## src/rtl/core/bgr420_pkg.sv

```systemverilog
// Shared types and constants for the BGRA to I420 converter core.
`timescale 1ns / 1ps

package bgr420_pkg;

   // Configuration register file
   localparam int CSR_DATA_W = 13;

   typedef enum logic [0:0] {
      CSR_FRAME_WIDTH  = 1'b0,
      CSR_FRAME_HEIGHT = 1'b1
   } csr_index_type;

   localparam logic [CSR_DATA_W-1:0] FRAME_WIDTH_RST  = 13'd640;
   localparam logic [CSR_DATA_W-1:0] FRAME_HEIGHT_RST = 13'd480;

   // Luma coefficients
   localparam logic [7:0] COEF_Y_R    = 8'd66;
   localparam logic [7:0] COEF_Y_G    = 8'd129;
   localparam logic [7:0] COEF_Y_B    = 8'd25;
   localparam logic [7:0] LUMA_ROUND  = 8'd128;
   localparam logic [7:0] LUMA_OFFSET = 8'd16;

   // Chroma coefficients (magnitudes; signs applied in the datapath)
   localparam logic [7:0] COEF_CB_R = 8'd38;
   localparam logic [7:0] COEF_CB_G = 8'd74;
   localparam logic [7:0] COEF_CB_B = 8'd112;
   localparam logic [7:0] COEF_CR_R = 8'd112;
   localparam logic [7:0] COEF_CR_G = 8'd94;
   localparam logic [7:0] COEF_CR_B = 8'd18;
   // Rounding term plus the 128 offset folded in above the binary point
   localparam logic [15:0] CHROMA_BIAS = 16'd32896;

   // Input pixel
   typedef struct packed {
      logic [7:0] blue;
      logic [7:0] green;
      logic [7:0] red;
   } req_type;

   // Result item
   typedef struct packed {
      logic [7:0] luma;
      logic       chroma_valid;
      logic [7:0] cb;
      logic [7:0] cr;
      logic       frame_end;
   } rsp_type;

   // Horizontal pair sums of one column pair
   typedef struct packed {
      logic [8:0] red;
      logic [8:0] green;
      logic [8:0] blue;
   } pair_sum_type;

   // Per-pixel decisions from the scan logic
   typedef struct packed {
      logic chroma_valid;
      logic use_line;
      logic frame_end;
   } block_ctl_type;

endpackage

```

## src/rtl/core/bgr420_scan.sv

```systemverilog
// Raster position tracking, configuration registers and pair-sum formation.
`timescale 1ns / 1ps

module bgr420_scan #(
   parameter int MAX_WIDTH  = 4096,
   parameter int MAX_HEIGHT = 4096,
   parameter int AW         = 11
) (
   input  logic                                clock,
   input  logic                                reset,
   input  logic                                csr_we,
   input  bgr420_pkg::csr_index_type           csr_index,
   input  logic [bgr420_pkg::CSR_DATA_W-1:0]   csr_wdata,
   input  logic                                accept,
   input  bgr420_pkg::req_type                 pixel,
   output bgr420_pkg::pair_sum_type            pair,
   output bgr420_pkg::block_ctl_type           ctl,
   output logic                                line_wr,
   output logic [AW-1:0]                       line_addr
);
   import bgr420_pkg::*;

   localparam int CW = $clog2(MAX_WIDTH);
   localparam int RW = $clog2(MAX_HEIGHT);
   localparam int WW = $clog2(MAX_WIDTH + 1);
   localparam int HW = $clog2(MAX_HEIGHT + 1);

   logic [CSR_DATA_W-1:0] width_ff, height_ff;
   logic [CW-1:0]         col_ff, col_in;
   logic [RW-1:0]         row_ff, row_in;
   req_type               left_ff;
   logic [WW-1:0]         width_eff;
   logic [HW-1:0]         height_eff;
   logic                  col_last, row_last, hold_left, even_row;

   // Clamp the frame size into 1..MAX
   always_comb begin
      if (width_ff == '0) begin
         width_eff = WW'(1);
      end else if (32'(width_ff) > 32'(MAX_WIDTH)) begin
         width_eff = WW'(MAX_WIDTH);
      end else begin
         width_eff = WW'(width_ff);
      end
      if (height_ff == '0) begin
         height_eff = HW'(1);
      end else if (32'(height_ff) > 32'(MAX_HEIGHT)) begin
         height_eff = HW'(MAX_HEIGHT);
      end else begin
         height_eff = HW'(height_ff);
      end
   end

   // Position decisions
   assign col_last  = (WW'(col_ff) == width_eff - WW'(1));
   assign row_last  = (HW'(row_ff) == height_eff - HW'(1));
   assign even_row  = !row_ff[0];
   assign hold_left = !col_ff[0] && !col_last;

   // Pair sums: left partner plus this pixel, or this pixel twice on a lone last column
   always_comb begin
      if (col_ff[0]) begin
         pair.blue  = {1'b0, left_ff.blue}  + {1'b0, pixel.blue};
         pair.green = {1'b0, left_ff.green} + {1'b0, pixel.green};
         pair.red   = {1'b0, left_ff.red}   + {1'b0, pixel.red};
      end else begin
         pair.blue  = {pixel.blue, 1'b0};
         pair.green = {pixel.green, 1'b0};
         pair.red   = {pixel.red, 1'b0};
      end
   end

   assign line_wr          = !hold_left && even_row && !row_last;
   assign line_addr        = AW'(col_ff >> 1);
   assign ctl.chroma_valid = !hold_left && !(even_row && !row_last);
   assign ctl.use_line     = row_ff[0];
   assign ctl.frame_end    = col_last && row_last;

   // Advance the raster position
   always_comb begin
      col_in = col_ff;
      row_in = row_ff;
      if (col_last) begin
         col_in = '0;
         row_in = row_last ? '0 : row_ff + RW'(1);
      end else begin
         col_in = col_ff + CW'(1);
      end
   end

   // Register writes restart the frame
   always_ff @(posedge clock) begin
      if (reset) begin
         width_ff  <= FRAME_WIDTH_RST;
         height_ff <= FRAME_HEIGHT_RST;
         col_ff    <= '0;
         row_ff    <= '0;
         left_ff   <= '0;
      end else if (csr_we) begin
         case (csr_index)
            CSR_FRAME_WIDTH:  width_ff  <= csr_wdata;
            CSR_FRAME_HEIGHT: height_ff <= csr_wdata;
            default: ;
         endcase
         col_ff <= '0;
         row_ff <= '0;
      end else if (accept) begin
         col_ff <= col_in;
         row_ff <= row_in;
         if (hold_left) begin
            left_ff <= pixel;
         end
      end
   end

endmodule

```

## config.mk

```make
export PLATFORM = sky130hd
export DESIGN_NAME = bgr420_scan
export DESIGN_NICKNAME = d
export VERILOG_FILES = /design/src/rtl/core/bgr420_pkg.sv /design/src/rtl/core/bgr420_scan.sv
export SDC_FILE = /design/constraint.sdc
export NUM_CORES = 1
export LEC_CHECK = 0
export BUFFER_PORTS_ARGS = -buffer_cell sky130_fd_sc_hd__clkbuf_2
export CAP_MARGIN = 10
export CELL_PAD_IN_SITES_DETAIL_PLACEMENT = 1
export CELL_PAD_IN_SITES_GLOBAL_PLACEMENT = 2
export CORE_UTILIZATION = 34
export CTS_CLUSTER_SIZE = 40
export DETAILED_ROUTE_END_ITERATION = 10
export PLACE_DENSITY = 0.89
export SYNTH_ARGS = -nofsm -noshare
export SYNTH_HDL_FRONTEND = slang
export SYNTH_SLANG_ARGS = --single-unit
```

## constraint.sdc

```tcl
create_clock -name clock -period 5.5 [get_ports clock]
set_clock_uncertainty 0.15 [all_clocks]
set_input_delay 0.825 -clock clock [delete_from_list [all_inputs] [get_ports clock]]
set_output_delay 0.825 -clock clock [all_outputs]
set_load 0.01 [all_outputs]
```

==> impl_metrics.json <==
{
  "rsz0062_at_grt": "no",
  "seq_area_frac_synth_pct": 25.7,
  "wl_per_cell_um": 15.7,
  "insertedDiodeCount": 0,
  "die_h_um": 132,
  "fp.coreArea_um2": 16600,
  "cts_root_buf": "clkbuf_16",
  "holdWs_ns": 0.328,
  "finalSetupViolCount": 0,
  "port_buffers": 83,
  "cp_max_fo": 10,
  "ys.warnings.count": 0,
  "crit_top_cell": "or4_1",
  "postCtsHoldBufs": 0,
  "start_util_pct": 34.8,
  "synthFlopType": "dfxtp_1",
  "power_density_nw_per_um2": 222,
  "dieWidth_um": 132,
  "synth_enable_flop_cells": 0,
  "rows": 47,
  "drv_cap": 0,
  "reg2reg_from": "width_ff[3]",
  "drv_slew": 0,
  "period_needed_ns": 5.15,
  "post-dp-hpwl_mm": 11.7,
  "syn_area_um2": 5770,
  "synth.ff_latch_count": 74,
  "drive_gt1_share_pct": 16.8,
  "max_slew_margin_pct": 37.5,
  "critPathSlowestCell": "or4_1",
  "routed_wl_mm": 15.8,
  "overflow": 0,
  "antenna_left": 0,
  "irDropWorstVdd_mv": 0.162,
  "min-delay-start": "left_ff[19]",
  "startpoint": "width_ff[3]",
  "outcome": "completed",
  "cp_slowest_stage_delay_ns": 0.57,
  "p_leak_nw": 2.59,
  "path_delay_family": "simple AND/OR/NAND/NOR gates",
  "dieArea_um2": 17500,
  "cp.arrival_ns": 4.17,
  "clk_pin_slew_worst_paths_ns": 0.06,
  "fin_tns_setup_ns": 0,
  "grt_pass1_wl_mm": 26.9,
  "synth_nets": 810,
  "insertion_delay_ns": 0.36,
  "synth.area.top_cells": "dfxtp_1 (26%), nand2b_1 (6.6%), ha_1 (6.1%)",
  "grt_pass1_vias": 5320,
  "first_pass_iters": 4,
  "grt_util_all_layers_pct": 18.9,
  "cp_num_buf_inv": 1,
  "synth_top_area_cell": "dfxtp_1",
  "postCtsSetupRepairBufs": 0,
  "ys_types": 68,
  "clock-sinks": 74,
  "min-delay-path-class": "reg -> reg",
  "drc": 0,
  "netlist.area_leader.share_pct": 25.7,
  "numCtsBuffers": 9,
  "synthCells": 737,
  "antenna_found_initial": 0,
  "vias_per_cell": 5.31,
  "cts_resized": 0,
  "vias": 5321,
  "path_cells": "or4_1 -> or4_1 -> a2bb2oi_1 -> ha_1 -> xnor2_1 -> nand3_1 -> a21oi_1 -> a211oi_1 -> nor4_1 -> and3_1 -> nor2_1 -> nor3_1 -> clkbuf_2",
  "async_flop_share_pct": 0,
  "finalHoldViolations": 0,
  "ios": 84,
  "min_period_over_period_pct": 93.6,
  "area_delta_synth_final_pct": 12.5,
  "first_iter_violations": 218,
  "nets": 850,
  "start_kind": "register",
  "path_class": "reg -> out",
  "tritoncts": "yes",
  "grt_max_degree": 77,
  "worst_slew_pin_slew_ns": 0.937,
  "fmax_mhz": 194,
  "crit_path_end_kind": "primary output",
  "clk_path_buf_depth": 2,
  "routabilityCongestion": 0.832,
  "cts.htree.levels": 3,
  "synth_area_per_cell_um2": 7.83,
  "critPathRequiredTime_ns": 4.53
}
layout by cell type (no fill, tap or decap), drive strengths merged, types with 3 or more instances in the layout:
cell,synthesis,final
nor2b,12,12
nor4,7,7
a221oi,3,3
nor3,14,14
o21bai,4,4
a21o,10,10
xnor2,28,28
and4,4,4
nand3,17,17
and3,6,6
nand2,82,82
nand3b,8,8
o211ai,6,6
or2,3,3
o21ai,26,26
and2,6,6
a31oi,5,5
clkinv,0,3
clkbuf,42,93
mux2i,25,25
a2111oi,3,3
a21boi,16,16
fa,3,3
inv,28,29
dfxtp,74,74
mux2,14,14
o31ai,9,9
a311oi,4,4
or4,14,14
ha,28,28
or3,7,7
buf,19,7
nand4,13,13
nor2,38,38
xor2,18,18
a21oi,49,49
nand2b,61,61
registers in the layout (all words and copies together), names as in the netlist:
| signal | count |
|---|---|
| left_ff | 24 |
| height_ff | 13 |
| width_ff | 13 |
| col_ff | 12 |
| row_ff | 12 |
area by class of cell:
class	count	area (um^2)
inverter	28	105
clock buffer	10	229
sequential	74	1480
multi-input combinational	574	3900
tap	220	275
fill	2086	10100
timing repair buffer	90	468
clock inverter	6	42.5
kinds of logic (layout without fill, tap and decap cells):
kind of cell,count (synthesis),count (layout),share of synthesized area (%)
AOI/OAI and AO/OA,155,155,17.9
xor gates and xnor gates,46,46,6.98
adders and majority gates,31,31,7.11
buffers and inverters,89,134,6.98
DFF,74,74,25.7
muxes,39,39,7.06
and+or+nand+nor,303,303,28.3
metrics by stage:
stage	util [%]	area (um^2)	worst slack [ns]	power [mW]	cells
6_report	39.2	6500	0.350	1.45	1002
5_1_grt	39.2	6500	0.0188	1.52	1002
4_1_cts	39.2	6500	0.266	1.46	1002
3_5_place_dp	37.6	6230	0.687	0.890	986
3_3_place_gp	37.6	6230	0.789	0.886	986
2_1_floorplan	-	5770	1.12	0.802	737
worst register-to-register path: cells and delay by family, from the launching register on:
| kind | cells | cell delay [ns] |
|---|---|---|
| fa+ha+maj | 1 | 0.38 |
| compound gates | 4 | 0.59 |
| xor+xnor | 1 | 0.21 |
| simple gates | 6 | 2.68 |
| flops | 1 | 0.37 |
layer usage:
metal,global-route usage [%],wire (um),vias to the layer above
met4,6.70,231,0
li1,-,-,2666
met2,29.8,7050,86
met3,4.61,714,15
met5,0,0,-
met1,25.1,7770,2554
synth_stat cells, drive strengths merged, types with 7 or more instances:
cell / instances
ha: 28
mux2: 14
xor2: 18
nor2: 38
nand3: 17
a21boi: 16
inv: 28
nand2b: 61
dfxtp: 74
nand4: 13
o31ai: 9
nor2b: 12
xnor2: 28
mux2i: 25
nand3b: 8
nor3: 14
nor4: 7
o21ai: 26
or4: 14
a21o: 10
buf: 19
or3: 7
a21oi: 49
clkbuf: 42
nand2: 82
report_power, final:
group | switching [mW] | total [mW] | internal [mW]
registers | 0.0324 | 0.588 | 0.555
logic | 0.156 | 0.290 | 0.134
clock network | 0.261 | 0.567 | 0.306
path summary, 6_finish.rpt:
kind	end	depth (start not counted)	slack, ns
worst min-delay path	left_ff[19]	2	0.33
worst max register to register	row_ff[8]	12	1.05
worst min register to register	left_ff[19]	2	0.33
worst max-delay path	line_wr	13	0.35
Power figures use the tool's default switching activity.
