[src/rtl/core/bgr420_pkg.sv]
// Shared types and constants for the BGRA to I420 converter core.
`timescale 1ns / 1ps

package bgr420_pkg;

   // Configuration register file
   localparam int CSR_DATA_W = 13;

   typedef enum logic [0:0] {
      CSR_FRAME_WIDTH  = 1'b0,
      CSR_FRAME_HEIGHT = 1'b1
   } csr_index_type;

   localparam logic [CSR_DATA_W-1:0] FRAME_WIDTH_RST  = 13'd640;
   localparam logic [CSR_DATA_W-1:0] FRAME_HEIGHT_RST = 13'd480;

   // Luma coefficients
   localparam logic [7:0] COEF_Y_R    = 8'd66;
   localparam logic [7:0] COEF_Y_G    = 8'd129;
   localparam logic [7:0] COEF_Y_B    = 8'd25;
   localparam logic [7:0] LUMA_ROUND  = 8'd128;
   localparam logic [7:0] LUMA_OFFSET = 8'd16;

   // Chroma coefficients (magnitudes; signs applied in the datapath)
   localparam logic [7:0] COEF_CB_R = 8'd38;
   localparam logic [7:0] COEF_CB_G = 8'd74;
   localparam logic [7:0] COEF_CB_B = 8'd112;
   localparam logic [7:0] COEF_CR_R = 8'd112;
   localparam logic [7:0] COEF_CR_G = 8'd94;
   localparam logic [7:0] COEF_CR_B = 8'd18;
   // Rounding term plus the 128 offset folded in above the binary point
   localparam logic [15:0] CHROMA_BIAS = 16'd32896;

   // Input pixel
   typedef struct packed {
      logic [7:0] blue;
      logic [7:0] green;
      logic [7:0] red;
   } req_type;

   // Result item
   typedef struct packed {
      logic [7:0] luma;
      logic       chroma_valid;
      logic [7:0] cb;
      logic [7:0] cr;
      logic       frame_end;
   } rsp_type;

   // Horizontal pair sums of one column pair
   typedef struct packed {
      logic [8:0] red;
      logic [8:0] green;
      logic [8:0] blue;
   } pair_sum_type;

   // Per-pixel decisions from the scan logic
   typedef struct packed {
      logic chroma_valid;
      logic use_line;
      logic frame_end;
   } block_ctl_type;

endpackage

[src/rtl/core/bgr420_color.sv]
// Color conversion datapath: luma per pixel, chroma from the 2x2 block average.
`timescale 1ns / 1ps

module bgr420_color (
   input  bgr420_pkg::req_type        pixel,
   input  bgr420_pkg::pair_sum_type   pair,
   input  bgr420_pkg::pair_sum_type   line_sum,
   input  bgr420_pkg::block_ctl_type  ctl,
   output bgr420_pkg::rsp_type        result
);
   import bgr420_pkg::*;

   logic [9:0]  sum_b, sum_g, sum_r;
   logic [7:0]  avg_b, avg_g, avg_r;
   logic [15:0] y_acc;
   logic [16:0] cb_acc, cr_acc;

   // Luma
   assign y_acc = 16'(COEF_Y_R) * 16'(pixel.red) + 16'(COEF_Y_G) * 16'(pixel.green)
                + 16'(COEF_Y_B) * 16'(pixel.blue) + 16'(LUMA_ROUND);

   // Block sum: stored row pair plus this pair, or this pair twice on a lone last row
   always_comb begin
      if (ctl.use_line) begin
         sum_b = {1'b0, line_sum.blue}  + {1'b0, pair.blue};
         sum_g = {1'b0, line_sum.green} + {1'b0, pair.green};
         sum_r = {1'b0, line_sum.red}   + {1'b0, pair.red};
      end else begin
         sum_b = {pair.blue, 1'b0};
         sum_g = {pair.green, 1'b0};
         sum_r = {pair.red, 1'b0};
      end
   end

   assign avg_b = sum_b[9:2];
   assign avg_g = sum_g[9:2];
   assign avg_r = sum_r[9:2];

   // Chroma; the bias keeps both sums positive
   assign cb_acc = 17'(COEF_CB_B) * 17'(avg_b) + 17'(CHROMA_BIAS)
                 - 17'(COEF_CB_R) * 17'(avg_r) - 17'(COEF_CB_G) * 17'(avg_g);
   assign cr_acc = 17'(COEF_CR_R) * 17'(avg_r) + 17'(CHROMA_BIAS)
                 - 17'(COEF_CR_G) * 17'(avg_g) - 17'(COEF_CR_B) * 17'(avg_b);

   assign result.luma         = y_acc[15:8] + LUMA_OFFSET;
   assign result.chroma_valid = ctl.chroma_valid;
   assign result.cb           = ctl.chroma_valid ? cb_acc[15:8] : 8'd0;
   assign result.cr           = ctl.chroma_valid ? cr_acc[15:8] : 8'd0;
   assign result.frame_end    = ctl.frame_end;

endmodule

[config.mk]
export PLATFORM = sky130hd
export DESIGN_NAME = bgr420_color
export DESIGN_NICKNAME = d
export VERILOG_FILES = /design/src/rtl/core/bgr420_pkg.sv /design/src/rtl/core/bgr420_color.sv
export SDC_FILE = /design/constraint.sdc
export NUM_CORES = 1
export LEC_CHECK = 0
export ABC_AREA = 1
export BUFFER_PORTS_ARGS = -buffer_cell sky130_fd_sc_hd__buf_2
export CAP_MARGIN = 30
export CELL_PAD_IN_SITES_DETAIL_PLACEMENT = 0
export CELL_PAD_IN_SITES_GLOBAL_PLACEMENT = 1
export CORE_UTILIZATION = 28
export DETAILED_ROUTE_END_ITERATION = 10
export PLACE_DENSITY = 0.64
export SLEW_MARGIN = 20
export SYNTH_ARGS = -nofsm -noshare
export SYNTH_HDL_FRONTEND = slang
export SYNTH_SLANG_ARGS = --single-unit
[constraint.sdc]
create_clock -name vclk -period 9.4
set_clock_uncertainty 0.2 [all_clocks]
set_input_delay 0.94 -clock vclk [all_inputs]
set_output_delay 0.94 -clock vclk [all_outputs]
set_load 0.01 [all_outputs]
==> run summary, run 1 <==
num ports -> 107
DR DRC count -> 0
max-capacitance violation count -> 0
fraction of the cycle the final worst path needs -> 92.4%
first drt pass iteration count -> 5
synthesis-to-finish area growth -> 11.6%
Multi-input gate area -> 0.00809 mm^2
area enclosed by the die boundary -> 0.0337 mm^2
post-CTS setup buffer count -> 0
top cell type's share of synthesized area -> 33.7%
critical path class -> in -> out
number of placed cells counting well taps -> 1794
share of post-route cells with drive strength above 1 -> 11.1%
Hold Startpoint -> ctl[0]
count of instances resized after the clock tree is built -> 0
number of clock buffer instances in the layout -> 0
die outline height -> 183 um
starting density of the core -> 28.4%
Tightest Pin Transition -> 0.956 ns
run status -> completed
Routed wire per std cell -> 13.0 um
number of violations reported at the end of detailed-routing iteration 0 -> 233
RSZ-0062 raised after global routing -> false
Final TNS setup -> 0 ns
endpoint with the worst hold slack -> result[0]
routed via count divided by cell count -> 4.41
max_slew headroom -> 35.6%
slack of the critical path -> 0.714 ns
dominant cells by area after synthesis -> sky130_fd_sc_hd__ha_1 (34%), sky130_fd_sc_hd__fa_1 (18%), sky130_fd_sc_hd__inv_1 (12%)
number of instances in the synthesized netlist -> 1250
area of all sequential standard cells -> 0 um^2
fmax -> 115 MHz
sort of element at the end of the critical path -> output pin
count of sequential standard cells -> 0
count of endpoints failing setup in the final report -> 0
Worst path slowest cell -> sky130_fd_sc_hd__fa_1
overall global routing resource usage -> 14.0%
first-pass GRT wire length -> 38.6 mm
Post-Synthesis Net Count -> 1664
Netlist cell types -> 48
cell row count -> 66
Synthesis Warnings -> 0
total vias in the final route -> 7912
cell seen most often among critical-path stages -> sky130_fd_sc_hd__nand2_1
crit path launch type -> primary input
Floorplan Core Area -> 0.0325 mm^2
via count of the first global-routing pass -> 7995
Util after Layout -> 31.7%
number of diodes -> 0
final-report hold violation count -> 0
average cell area after synthesis -> 7.38 um^2
global placer's final weighted congestion -> 0.839
register area share after synthesis -> 0%
Final HPWL DP -> 21.9 mm
final net count -> 1769
required time of the critical path -> 8.26 ns
largest fanout on the critical path -> 5
Hold-fix buffers, CTS -> 0
arrival time at the worst endpoint -> 7.55 ns
die extent in x -> 183 um
maximum number of pins on one net before global-route repair -> 31
summed instance area of the synthesized netlist -> 0.00922 mm^2
number of buffer cells added on primary ports -> 105
final-layout fill cell count -> 3549
overflow left after global routing -> 0
count of nets left with antenna violations after detail routing -> 0
cell taking the most area after synthesis -> sky130_fd_sc_hd__ha_1
Post-Place Worst Slack -> 0.725 ns
minimum clock period -> 8.69 ns
number of cells on the worst hold path -> 0
number of cells in the finished layout apart from fillers -> 1795
Largest stage delay, worst path -> 0.54 ns
Max Slew Vio Count -> 0
final routed wirelength across all metal layers -> 23.3 mm
path class of the lowest-slack min-delay path -> in -> out
antenna violations before repair -> 0
## synth_stat cells, types with 2 or more instances
cell type                   number
sky130_fd_sc_hd__inv_1         283
sky130_fd_sc_hd__ha_1          248
sky130_fd_sc_hd__nand2_1       198
sky130_fd_sc_hd__a21oi_1        86
sky130_fd_sc_hd__fa_1           85
sky130_fd_sc_hd__nor2_1         70
sky130_fd_sc_hd__nand3_1        51
sky130_fd_sc_hd__o21ai_0        50
sky130_fd_sc_hd__xor2_1         33
sky130_fd_sc_hd__xnor2_1        29
sky130_fd_sc_hd__nand2_2        10
sky130_fd_sc_hd__nand4_1        10
sky130_fd_sc_hd__a21o_1          9
sky130_fd_sc_hd__o21bai_1        9
sky130_fd_sc_hd__nor3_1          8
sky130_fd_sc_hd__a31oi_1         6
sky130_fd_sc_hd__o21a_1          6
sky130_fd_sc_hd__a211oi_1        5
sky130_fd_sc_hd__o21ai_2         4
sky130_fd_sc_hd__buf_2           3
sky130_fd_sc_hd__buf_4           3
sky130_fd_sc_hd__inv_2           3
sky130_fd_sc_hd__nand3_2         3
sky130_fd_sc_hd__o2111ai_1       3
sky130_fd_sc_hd__o21ai_1         3
sky130_fd_sc_hd__or2_2           3
sky130_fd_sc_hd__a21boi_2        2
sky130_fd_sc_hd__a21oi_2         2
sky130_fd_sc_hd__clkbuf_1        2
sky130_fd_sc_hd__inv_4           2
sky130_fd_sc_hd__nand2_4         2
sky130_fd_sc_hd__nor2_2          2
sky130_fd_sc_hd__o31ai_1         2
## critical path: cells and delay by family
| family | cells | cell delay (ns) |
|---|---|---|
| compound gates | 8 | 1.56 |
| xor+xnor | 2 | 0.29 |
| fa+ha+maj | 8 | 3.25 |
| buf+inv | 6 | 0.64 |
| simple gates | 11 | 0.84 |
## cells in the final DEF (no fill, tap or decap), drive strengths merged
master	synthesis	final
a21oi	88	88
o21bai	9	9
o22ai	1	1
nand3b	1	1
nor3	8	8
o21a	6	6
xnor2	29	29
nand3	55	55
o2111ai	3	3
a211oi	5	5
fa	85	85
o31ai	2	2
nor2	73	73
nand2	211	211
a21o	9	9
o211ai	1	1
a21boi	3	3
xor2	34	34
and3	1	1
inv	288	288
o31a	1	1
o221ai	1	1
a31oi	8	8
nand4	10	10
nor4	1	1
or2	4	4
ha	248	248
buf	6	111
o21ai	57	57
## per-layer routing
layer | global-route usage [%] | vias to the layer above | wire, um
li1 | - | 4234 | -
met1 | 20.7 | 3569 | 12500
met2 | 23.7 | 107 | 10300
met3 | 0.258 | 2 | 504
met4 | 0.300 | 0 | 29
met5 | 0 | - | 0
## stage by stage
stage | cell area, um^2 | hold slack [ns]
finish | 10300 | 1.68
global route | 10300 | 1.68
CTS | 10300 | 1.68
detailed placement | 10300 | 1.68
global placement | 10300 | 1.68
floorplan | 9220 | 1.77
## kinds of logic (layout without fill, tap and decap cells)
| kind of cell | count (synthesis) | in the layout | share of synthesized area [%] |
|---|---|---|---|
| AO/OA/AOI/OAI | 194 | 194 | 12.4 |
| adder cells (fa/ha/maj) | 333 | 333 | 52.1 |
| AND/OR/NAND/NOR | 364 | 364 | 17.2 |
| buffers and inverters | 296 | 399 | 12.3 |
| XOR/XNOR | 63 | 63 | 6.07 |
## worst max path at each step
stage / from / end / slack, ns / cells after the start
final: pair[10] / result[8] / 0.71 / 35
after global routing: pair[10] / result[8] / 0.08 / 35
after CTS: pair[10] / result[8] / 0.68 / 35
after detailed placement: pair[10] / result[8] / 0.72 / 35
after global placement: pair[12] / result[8] / 0.73 / 34
after floorplan: pair[12] / result[8] / 1.42 / 32
## area by class of cell
| class | instances | share of cell area (%) |
|---|---|---|
| Multi-Input combinational cell | 954 | 78.6 |
| Inverter | 288 | 10.6 |
| Timing Repair Buffer | 111 | 5.47 |
| Tap cell | 442 | 5.37 |
Power of run 1 is left out: the tool's default activity adds up to more than one toggle a clock period on the data nets, which glitch-free logic cannot reach.
==> run 2: changes to the inputs <==
--- a/config.mk
+++ b/config.mk
@@ -10,9 +10,9 @@
 export CAP_MARGIN = 30
 export CELL_PAD_IN_SITES_DETAIL_PLACEMENT = 0
 export CELL_PAD_IN_SITES_GLOBAL_PLACEMENT = 1
-export CORE_UTILIZATION = 28
+export CORE_UTILIZATION = 46
 export DETAILED_ROUTE_END_ITERATION = 10
-export PLACE_DENSITY = 0.64
+export PLACE_DENSITY = 0.93
 export SLEW_MARGIN = 20
 export SYNTH_ARGS = -nofsm -noshare
 export SYNTH_HDL_FRONTEND = slang
==> run 2 against run 1 <==
  * First-iteration DRC count rose by 14%
  * Setup slack improved by 0.082 ns
  * Cell count fell by 9.9%
  * Routed wire length fell by 10%
  * Sequential share of layout area did not move
  * Global-route usage rose by 7.3 points
  * Clock-buffer cell count did not move
  * Via count rose by 1.1%
  * Largest cell class unchanged
  * Highest routed layer unchanged
==> run summary, run 2 (synthesis gave the netlist of run 1 again) <==
max-capacitance violation count -> 0
via count of the first global-routing pass -> 7703
minimum clock period -> 8.60 ns
RSZ-0062 raised after global routing -> false
required time of the critical path -> 8.26 ns
crit path launch type -> primary input
Floorplan Core Area -> 0.0195 mm^2
final-layout fill cell count -> 1977
cell row count -> 51
number of clock buffer instances in the layout -> 0
die outline height -> 144 um
num ports -> 107
Final TNS setup -> 0 ns
most frequent cells in the layout -> sky130_fd_sc_hd__inv_1 (283), sky130_fd_sc_hd__ha_1 (248), sky130_fd_sc_hd__nand2_1 (198), sky130_fd_sc_hd__buf_2 (105), sky130_fd_sc_hd__a21oi_1 (86)
count of instances resized after the clock tree is built -> 0
share of post-route cells with drive strength above 1 -> 11.0%
total vias in the final route -> 8001
overflow left after global routing -> 0
die extent in x -> 144 um
run status -> completed
count of sequential standard cells -> 0
synthesis-to-finish area growth -> 9.13%
post-CTS setup buffer count -> 0
count of nets left with antenna violations after detail routing -> 0
final-report hold violation count -> 0
global placer's final weighted congestion -> 0.903
Tightest Pin Transition -> 0.947 ns
antenna violations before repair -> 1
Final HPWL DP -> 19.6 mm
leading cell type in the layout, fill and taps excluded -> sky130_fd_sc_hd__inv_1
sort of element at the end of the critical path -> output pin
number of buffer cells added on primary ports -> 105
first drt pass iteration count -> 4
Largest stage delay, worst path -> 0.54 ns
final routed wirelength across all metal layers -> 20.9 mm
maximum number of pins on one net before global-route repair -> 33
routed via count divided by cell count -> 4.95
count of endpoints failing setup in the final report -> 0
critical path class -> in -> out
cell seen most often among critical-path stages -> sky130_fd_sc_hd__nand2_1
final net count -> 1767
Multi-input gate area -> 0.00809 mm^2
path class of the lowest-slack min-delay path -> in -> out
overall global routing resource usage -> 21.3%
starting density of the core -> 47.2%
fraction of the cycle the final worst path needs -> 91.5%
arrival time at the worst endpoint -> 7.46 ns
Routed wire per std cell -> 12.9 um
Worst path slowest cell -> sky130_fd_sc_hd__fa_1
fmax -> 116 MHz
first-pass GRT wire length -> 35.5 mm
max_slew headroom -> 36.2%
number of cells in the finished layout apart from fillers -> 1617
Hold-fix buffers, CTS -> 0
area enclosed by the die boundary -> 0.0206 mm^2
Max Slew Vio Count -> 0
number of placed cells counting well taps -> 1615
area of all sequential standard cells -> 0 um^2
number of violations reported at the end of detailed-routing iteration 0 -> 266
DR DRC count -> 0
largest fanout on the critical path -> 5
[run 2: cell types whose count changed in the layout (fill, tap and decap cells not counted), sizes merged]
| cell | change |
|---|---|
| buf | -3 |
| clkbuf | +1 |
| diode | +1 |
[run 2: path summary, 6_finish.rpt]
kind / start / to / cells past startpoint
worst max-delay path: pair[12] / result[8] / 35
worst min-delay path: ctl[0] / result[0] / 0
[run 2: critical path: cells and delay by family]
family                     cells  cell delay [ns]
AOI/OAI and AO/OA              9             1.68
xor gates and xnor gates       2             0.31
adders and majority gates      8             3.30
buffers and inverters          6             0.53
and+or+nand+nor               10             0.69
[run 2: metal layers]
| metal | global-route usage (%) | share of wire [%] | vias to the layer above | wire (um) |
|---|---|---|---|---|
| met5 | 0 | 0 | - | 0 |
| met4 | 2.52 | 1.3 | 0 | 268 |
| met3 | 0.433 | 2.7 | 10 | 558 |
| met2 | 35.8 | 45 | 125 | 9380 |
| met1 | 31.2 | 51 | 3640 | 10700 |
| li1 | - | - | 4226 | - |
[run 2: area by class of cell]
class	instances	share of cell area, %
diodes	1	0.0249
multi-input cells	954	80.4
well taps	265	3.30
inverters	288	10.8
repair buffers	109	5.50
[run 2: through the flow]
stage          instance area, um^2  hold slack [ns]  util, %  setup WS [ns]
6_report                     10100             1.68     51.5          0.796
3_3_place_gp                 10100             1.68     51.5          0.910
3_5_place_dp                 10100             1.68     51.5          0.834
5_1_grt                      10100             1.68     51.5          0.198
2_1_floorplan                 9220             1.77        -           1.42
4_1_cts                      10100             1.68     51.5          0.808
Power of run 2 is left out for the same reason.
==> run 3: changes to the inputs <==
--- a/config.mk
+++ b/config.mk
@@ -6,6 +6,7 @@
 export NUM_CORES = 1
 export LEC_CHECK = 0
 export ABC_AREA = 1
+export ABC_CLOCK_PERIOD_IN_PS = 9400
 export BUFFER_PORTS_ARGS = -buffer_cell sky130_fd_sc_hd__buf_2
 export CAP_MARGIN = 30
 export CELL_PAD_IN_SITES_DETAIL_PLACEMENT = 0
==> constraint.sdc (replaced) <==
create_clock -name vclk -period 9.4
set_clock_uncertainty 0.2 [all_clocks]
set_input_delay 0.94 -clock vclk [all_inputs]
set_output_delay 0.94 -clock vclk [all_outputs]
set_load 0.05 [all_outputs]
==> run 3 against run 2 <==
  * Via count increased by 0.56%
  * Design area about the same
  * Critical path depth down 1
  * Die area unchanged
  * Fmax shrank 1.1%
  * Setup slack lost 0.094 ns
==> run summary, run 3 (synthesis gave the netlist of run 1 again) <==
run status -> completed
met3 track utilization from global routing -> 1.07%
Worst path slowest cell -> sky130_fd_sc_hd__fa_1
crit path launch type -> primary input
Max Slew Vio Count -> 0
num ports -> 107
finished layout cell area -> 0.0101 mm^2
arrival time at the worst endpoint -> 7.56 ns
RSZ-0062 raised after global routing -> false
Tightest Pin Transition -> 0.957 ns
start point of the critical path -> pair[12]
required time of the critical path -> 8.26 ns
first-pass GRT wire length -> 36.0 mm
max-capacitance violation count -> 0
Util after Layout -> 51.6%
count of instances resized after the clock tree is built -> 0
fmax -> 115 MHz
Floorplan Core Area -> 0.0195 mm^2
number of cells in the finished layout apart from fillers -> 1621
share of post-route cells with drive strength above 1 -> 11.0%
number of clock buffer instances in the layout -> 0
number of placed cells counting well taps -> 1615
overflow left after global routing -> 0
count of nets left with antenna violations after detail routing -> 0
cell row count -> 51
antenna violations before repair -> 5
number of violations reported at the end of detailed-routing iteration 0 -> 363
final routed wirelength across all metal layers -> 21.2 mm
die outline height -> 144 um
area enclosed by the die boundary -> 0.0206 mm^2
Routed wire per std cell -> 13.1 um
final net count -> 1767
count of sequential standard cells -> 0
via count of the first global-routing pass -> 7724
fraction of the cycle the final worst path needs -> 92.5%
total vias in the final route -> 8046
Final HPWL DP -> 19.7 mm
Hold-fix buffers, CTS -> 0
starting density of the core -> 47.2%
Final TNS setup -> 0 ns
routed via count divided by cell count -> 4.96
minimum clock period -> 8.70 ns
largest fanout on the critical path -> 5
path class of the lowest-slack min-delay path -> in -> out
first drt pass iteration count -> 5
die extent in x -> 144 um
Largest stage delay, worst path -> 0.54 ns
final-report hold violation count -> 0
overall global routing resource usage -> 21.6%
area post-placement -> 0.0101 mm^2
final-layout fill cell count -> 1991
critical path class -> in -> out
leading cell type in the layout, fill and taps excluded -> sky130_fd_sc_hd__inv_1
global placer's final weighted congestion -> 0.917
met2 demand-to-capacity share in global routing -> 36.0%
post-CTS setup buffer count -> 0
max_slew headroom -> 35.6%
number of buffer cells added on primary ports -> 105
endpoint of the most critical setup path -> result[8]
DR DRC count -> 0
synthesis-to-finish area growth -> 9.24%
sort of element at the end of the critical path -> output pin
most frequent cells in the layout -> sky130_fd_sc_hd__inv_1 (283), sky130_fd_sc_hd__ha_1 (248), sky130_fd_sc_hd__nand2_1 (198), sky130_fd_sc_hd__buf_2 (105), sky130_fd_sc_hd__a21oi_1 (86)
most utilized layer in the global route result -> met2
count of endpoints failing setup in the final report -> 0
area of all sequential standard cells -> 0 um^2
maximum number of pins on one net before global-route repair -> 33
met1 Track Usage GR -> 31.3%
## run 3: changes by cell type in the layout (fill, tap and decap cells not counted)
cell	before	now
sky130_fd_sc_hd__diode_2	1	5
## run 3: routing by layer
metal	wire length, um	part of all wire (%)	up-vias
met1	10600	50	3650
met2	9530	45	150
met5	0	0	-
met3	682	3.2	17
met4	318	1.5	0
li1	-	-	4229
## run 3: critical path: cells and delay by family
kind,cells,cell delay [ns]
compound gates,10,1.78
simple gates,8,0.56
buf+inv,6,0.66
fa+ha+maj,8,3.30
xor+xnor,2,0.30
## run 3: through the flow
step                setup slack [ns]  hold WS (ns)
finish                         0.702          1.68
global route                  0.0942          1.68
CTS                            0.724          1.68
detailed placement             0.741          1.68
global placement               0.780          1.68
floorplan                      0.931          1.85
## run 3: worst min path at each step
stage | startpoint | to | cells after the start | slack (ns)
global placement | ctl[0] | result[0] | 0 | 1.68
floorplan | ctl[0] | result[0] | 1 | 1.85
finish | ctl[0] | result[0] | 0 | 1.68
global route | ctl[0] | result[0] | 0 | 1.68
detailed placement | ctl[0] | result[0] | 0 | 1.68
CTS | ctl[0] | result[0] | 0 | 1.68
## run 3: final cells by class
class | instances | area (um^2) | area share (%)
Multi-Input combinational cell | 954 | 8090 | 80.3
Tap cell | 265 | 332 | 3.29
Inverter | 288 | 1090 | 10.8
Timing Repair Buffer | 109 | 553 | 5.49
Antenna cell | 5 | 12.5 | 0.124
Power of run 3 is left out for the same reason.
